===== src/hdl/assert_macros.svh =====
// Assertion macros used by the top-level RTL file.
// No dependencies; take in with `include before use.
`ifndef ASSERT_MACROS_SVH
`define ASSERT_MACROS_SVH
`ifndef SYNTHESIS
`define A_IMPL(lbl, clk, rst_n, ante, cons) \
    lbl: assert property (@(posedge clk) disable iff (!rst_n) (ante) |-> (cons)) \
    else $error("assertion failed");
`define A_NEXT(lbl, clk, rst_n, ante, cons) \
    lbl: assert property (@(posedge clk) disable iff (!rst_n) (ante) |=> (cons)) \
    else $error("assertion failed");
`else
`define A_IMPL(lbl, clk, rst_n, ante, cons)
`define A_NEXT(lbl, clk, rst_n, ante, cons)
`endif
`endif


===== src/hdl/uvsp_pkg.sv =====
// Package for the stereographic projection block: payload types, constants, atan table.
// No dependencies.
`default_nettype none
package uvsp_pkg;
    localparam int COMP_BITS    = 16;
    localparam int STAGES       = 16;
    localparam int MAX_STAGES   = 32;
    localparam int THR_BITS     = 15;
    localparam logic [THR_BITS-1:0] THR_RESET = 15'd1;

    typedef struct packed {
        logic signed [COMP_BITS-1:0] vec_x;
        logic signed [COMP_BITS-1:0] vec_y;
        logic signed [COMP_BITS-1:0] vec_z;
    } t_in;

    typedef struct packed {
        logic signed [15:0] azimuth;
        logic [14:0]        radius;
        logic               is_vertical;
        logic               was_flipped;
    } t_out;

    // atan(2^-i) in units of 2^-32 turn
    function automatic logic [31:0] atan_turn(input int i);
        logic [31:0] t [0:31];
        t = '{32'h20000000, 32'h12E4051E, 32'h09FB385B, 32'h051111D4,
              32'h028B0D43, 32'h0145D7E1, 32'h00A2F61E, 32'h00517C55,
              32'h0028BE53, 32'h00145F2F, 32'h000A2F98, 32'h000517CC,
              32'h00028BE6, 32'h000145F3, 32'h0000A2FA, 32'h0000517D,
              32'h000028BE, 32'h0000145F, 32'h00000A30, 32'h00000518,
              32'h0000028C, 32'h00000146, 32'h000000A3, 32'h00000051,
              32'h00000029, 32'h00000014, 32'h0000000A, 32'h00000005,
              32'h00000003, 32'h00000001, 32'h00000001, 32'h00000000};
        return t[i[4:0]];
    endfunction
endpackage
`default_nettype wire


===== src/hdl/uvsp_div.sv =====
// Pipelined restoring divider for the radius: (h*2^15 + den/2) / den, saturated.
// Uses uvsp_pkg; instantiated by the top level.
`default_nettype none
module uvsp_div #(
    parameter int CB = uvsp_pkg::COMP_BITS
) (
    input  wire logic          i_clk,
    input  wire logic          i_rst_n,
    input  wire logic          i_en,
    input  wire logic          i_valid,
    input  wire logic [CB-1:0] i_h,
    input  wire logic [CB:0]   i_den,
    input  wire uvsp_pkg::t_out i_meta,
    output logic               o_valid,
    output uvsp_pkg::t_out     o_res
);
    // quotient is below 2^17 for any input; 17 stages, saturate after
    localparam int QB = 17;
    localparam int NW = CB + 16;
    localparam int RW = CB + 2;

    logic               r_v    [0:QB];
    logic [NW-1:0]      r_num  [0:QB];
    logic [RW-1:0]      r_rem  [0:QB];
    logic [QB-1:0]      r_q    [0:QB];
    logic [CB:0]        r_den  [0:QB];
    uvsp_pkg::t_out     r_meta [0:QB];
    logic [NW-1:0]      num0;

    // rounded numerator
    assign num0 = (NW'(i_h) << 15) + NW'(i_den >> 1);

    always_ff @(posedge i_clk) begin
        if (!i_rst_n) begin
            r_v[0] <= 1'b0;
        end else if (i_en) begin
            r_v[0] <= i_valid;
        end
        if (i_en) begin
            r_num[0]  <= num0;
            r_rem[0]  <= RW'(num0 >> QB);
            r_q[0]    <= '0;
            r_den[0]  <= i_den;
            r_meta[0] <= i_meta;
        end
    end

    // one quotient bit per stage, from bit QB-1 down
    for (genvar s = 0; s < QB; s++) begin : g_d
        logic [RW-1:0] rem2;
        logic [RW-1:0] n_rem;
        logic          bit_q;
        always_comb begin
            rem2  = RW'({r_rem[s], r_num[s][QB-1-s]});
            bit_q = rem2 >= RW'(r_den[s]);
            n_rem = bit_q ? rem2 - RW'(r_den[s]) : rem2;
        end
        always_ff @(posedge i_clk) begin
            if (!i_rst_n) begin
                r_v[s+1] <= 1'b0;
            end else if (i_en) begin
                r_v[s+1] <= r_v[s];
            end
            if (i_en) begin
                r_rem[s+1]  <= n_rem;
                r_q[s+1]    <= QB'({r_q[s], bit_q});
                r_num[s+1]  <= r_num[s];
                r_den[s+1]  <= r_den[s];
                r_meta[s+1] <= r_meta[s];
            end
        end
    end

    // high numerator bits above QB: numerator < 2^(CB+16), den >= 2^(CB-1),
    // so quotient < 2^17 and the top bits only feed the remainder start
    always_comb begin
        o_res = r_meta[QB];
        if (!r_meta[QB].is_vertical) begin
            o_res.radius = (r_q[QB] > QB'(32767)) ? 15'd32767 : r_q[QB][14:0];
        end
    end
    assign o_valid = r_v[QB];
endmodule
`default_nettype wire


===== config.mk =====
export PLATFORM = sky130hd
export DESIGN_NAME = uvsp_div
export DESIGN_NICKNAME = d
export VERILOG_FILES = /design/src/hdl/assert_macros.svh /design/src/hdl/uvsp_pkg.sv /design/src/hdl/uvsp_div.sv
export SDC_FILE = /design/constraint.sdc
export NUM_CORES = 2
export LEC_CHECK = 0
export ABC_CLOCK_PERIOD_IN_PS = 4550
export BUFFER_PORTS_ARGS = -buffer_cell sky130_fd_sc_hd__buf_2
export CORE_MARGIN = 3
export CORE_UTILIZATION = 50
export CTS_CLUSTER_DIAMETER = 60
export CTS_CLUSTER_SIZE = 30
export DETAILED_ROUTE_END_ITERATION = 8
export PLACE_DENSITY = 0.77
export SLEW_MARGIN = 20
export SYNTH_ARGS = -nofsm -noshare
export SYNTH_HDL_FRONTEND = slang
export SYNTH_SLANG_ARGS = --single-unit
export TNS_END_PERCENT = 10

===== constraint.sdc =====
create_clock -name i_clk -period 4.55 [get_ports i_clk]
set_input_delay 0.91 -clock i_clk [delete_from_list [all_inputs] [get_ports i_clk]]
set_output_delay 0.91 -clock i_clk [all_outputs]
set_load 0.05 [all_outputs]

==> reports/results.tsv <==
metric	value	unit
outcome	finished clean	
power_frac_clock	24.8	%
clk_path_buf_depth	3	
max_cap_violations	0	
worstPathArrival	4070	ps
cp_data_required_time	4970	ps
fin_crit_sh	80.31	%
pre_cts_slack	902.8	ps
setup_slack	895.9	ps
combPwrFrac	31.3	%
numCtsBuffers	101	
grt_pass1_wl	156.0	mm
drt_wl_total	95.22	mm
slew_violations	0	
finalHoldViolations	0	
cts_hold_buf	0	
dr.pass1.iters	5	
relSlewSlack	25.38	%
grt_max_degree	144	
dieWidth	347.5	um
postCtsResizedCells	0	
powerDensity	608.0	nW/um^2
critPathLaunch	r_den[4][13]$_DFFE_PP_	
die_area	120800	sq um
ff2ff_path_depth	11	
drive_above_1_share	12.06	%
clkLatencyLatePin	680	ps
setup_violations	0	
syn_area_per_cell	14.68	sq um
vias	30861	
syn-cell-area	58310	sq um
max_stage_delay	520	ps
start_util	50.72	%
setup.worst_path.class	flop to flop	
clkSinkCount	1344	
min_period	3654	ps
drc	0	
swShare	31.40	%
vdd_drop_max	0.3791	mV
ys_seq_elements	1344	
hold-path-endpoint	r_den[0][6]$_DFFE_PP_	
synth_cells	3973	
start_kind	flop	
ys_types	89	
synthFlopType	edfxtp_1	
endpoint_kind	flop	
worst_slew_pin_slew	1119	ps
areaGrowthSynthToFinish	10.46	%
clock-root-buffer	clkbuf_16	
antenna-diode-count	0	
rows	124	
dp_hpwl	65.08	mm
cts_setup_buffers	0	
gp_congestion	0.8859	
async_flop_share	0	%
coreArea	115000	sq um
htree_levels	3	
io_pins	104	
finalSetupTns	0	ps
total_power	0.03916	W
leakage	24.38	nW
rsz0062_at_grt	false	
multi_input_area	16250	sq um
seq_area	40350	sq um
wl_per_cell	16.61	um
die_h	347.5	um
power_switching	0.01230	W
fmax	0.2737	GHz
crit_chain	inv_1, ha_1, inv_1, fa_1, a21o_1, a31o_2, a21oi_1, a2111oi_0, nor3_2, buf_4, mux2_2	
drt-initial-drc-count	1691	
final_cells	5733	
postRouteAntennaNets	0	
hold_start	i_den[6]	
r2r_slack	900	ps
hp-class	input pin to flop	
clock_skew	28.79	ps
overflow	0	
cp_common_cell	inv_1	
tritoncts	done	
grt_pass1_vias	32060	
grt_usage	15.80	%
antenna_found_initial	0	
cp_slowest_cell	edfxtp_1	
synth_top_area_cell	edfxtp_1	
synth_seq_area_share	69.19	%
nets	4510	
viasPerCell	5.383	
r2r_end	r_rem[5][1]$_DFFE_PP_	
hold_depth	1	
seqPwrFrac	44.0	%
synth-edff-count	1343	
critical_path_peak_fanout	32	
fillers	8863	
synth_area_leaders	edfxtp_1 69%, ha_1 6.2%, mux2_2 2.6%	
r2r_start	r_den[4][13]$_DFFE_PP_	
p_int	0.02686	W
clk_pin_slew_worst_paths	80	ps
syn_nets	4349	
crit_buf_inv	3	
synth_top_area_share	69.16	%
port_buffers	103	
dp_cells	5543	
cp_top_family	compound AO/OA/AOI/OAI gates	
yosysWarnings	0	
-- cell type report --
class / instances / area share [%]
clock buffer: 110 / 4.075
tap: 1512 / 2.937
inverter: 344 / 2.005
clock inverter: 80 / 1.686
multi-input combinational: 2203 / 25.23
sequential: 1344 / 62.64
timing repair buffer: 140 / 1.430
-- worst reg2reg max path, stage by stage, from the launching register on --
cell,delay [ps]
edfxtp_1,520
inv_1,210
ha_1,210
inv_1,60
fa_1,430
a21o_1,210
a31o_2,240
a21oi_1,350
a2111oi_0,210
nor3_2,220
buf_4,350
mux2_2,380
-- power groups by stage --
stage | combinational [W] | sequential [W] | clock (W)
2_1_floorplan | 0.00959 | 0.0171 | 0
3_3_place_gp | 0.0117 | 0.0174 | 0
3_5_place_dp | 0.0121 | 0.0175 | 0
4_1_cts | 0.0122 | 0.0172 | 0.0100
5_1_grt | 0.0137 | 0.0174 | 0.0104
6_report | 0.0122 | 0.0172 | 0.00971
-- synthesized netlist by cell type (18+ instances only) --
cell type / number
a211oi_1: 20
buf_4: 23
edfxtp_1: 1343
ha_1: 290
inv_1: 344
nand2_1: 180
o31ai_1: 18
mux2_2: 136
a21oi_1: 256
o21ai_0: 192
nand3_1: 47
xnor2_1: 108
o21bai_1: 35
o21a_1: 38
a31oi_1: 30
nor2_1: 223
nor2b_1: 32
clkbuf_1: 38
nand2b_1: 35
a21o_1: 76
and3_1: 42
nand4_1: 35
xor2_1: 111
nor3_1: 41
-- registers in the layout, indices dropped and copies added, names as in the netlist --
signal  cells
r_den     274
r_rem     273
r_meta    594
r_num      32
r_v        18
r_q       153
-- placed cells by master, fill, tap and decap left out, drive strengths merged, types with 8 or more instances in the layout --
| cell type | count |
|---|---|
| o21ai | 197 |
| nand2b | 35 |
| clkinv | 22 |
| fa | 16 |
| mux2i | 16 |
| nor2 | 223 |
| o2111ai | 8 |
| a211oi | 22 |
| nor2b | 32 |
| nand3 | 47 |
| bufinv | 10 |
| nor3 | 41 |
| and2 | 11 |
| ha | 290 |
| or2 | 10 |
| o31ai | 19 |
| mux2 | 146 |
| a21o | 76 |
| o41ai | 8 |
| o21bai | 35 |
| a31oi | 33 |
| nand2 | 181 |
| o31a | 9 |
| a2111oi | 12 |
| o21a | 38 |
| buf | 140 |
| a211o | 13 |
| inv | 385 |
| or3 | 11 |
| a31o | 11 |
| edfxtp | 1343 |
| o211ai | 11 |
| and3 | 42 |
| a21oi | 257 |
| nand4 | 35 |
| clkbuf | 110 |
| xnor2 | 108 |
| a21boi | 17 |
| xor2 | 111 |
-- worst max path at each step --
stage	endpoint	slack, ps	cells past startpoint
global placement	r_rem[16][1]$_DFFE_PP_	980	10
floorplan	r_rem[5][14]$_DFFE_PP_	1530	11
detailed placement	r_rem[5][1]$_DFFE_PP_	900	11
finish	r_rem[5][1]$_DFFE_PP_	900	11
CTS	r_rem[5][1]$_DFFE_PP_	880	11
global route	r_rem[13][11]$_DFFE_PP_	690	11
-- per-layer routing --
layer  global-route usage (%)  vias to the layer above  routed length, um
met5                        0                        -                  0
li1                         -                    15202                  -
met3                    2.291                      274               2813
met2                    31.31                      596              52760
met1                    16.18                    14789              34960
met4                    7.326                        0               4684
-- stage by stage --
step	utilization, %	hold slack, ps	instance area [sq um]
global placement	52.79	400.0	60690
global route	56.03	335.4	64410
detailed placement	52.79	404.5	60690
finish	56.03	393.3	64410
CTS	56.02	323.6	64400
floorplan	-	400.3	58310
-- cells by family after synthesis --
family	Yosys count	share of synthesized area [%]
flip-flops	1344	69.19
AO/OA/AOI/OAI	812	8.866
AND/OR/NAND/NOR	704	5.744
buffers and inverters	426	2.991
adder cells (fa/ha/maj)	306	6.772
XOR/XNOR	219	3.289
multiplexers	162	3.146
Note: power is estimated with default switching activity, not from simulation.
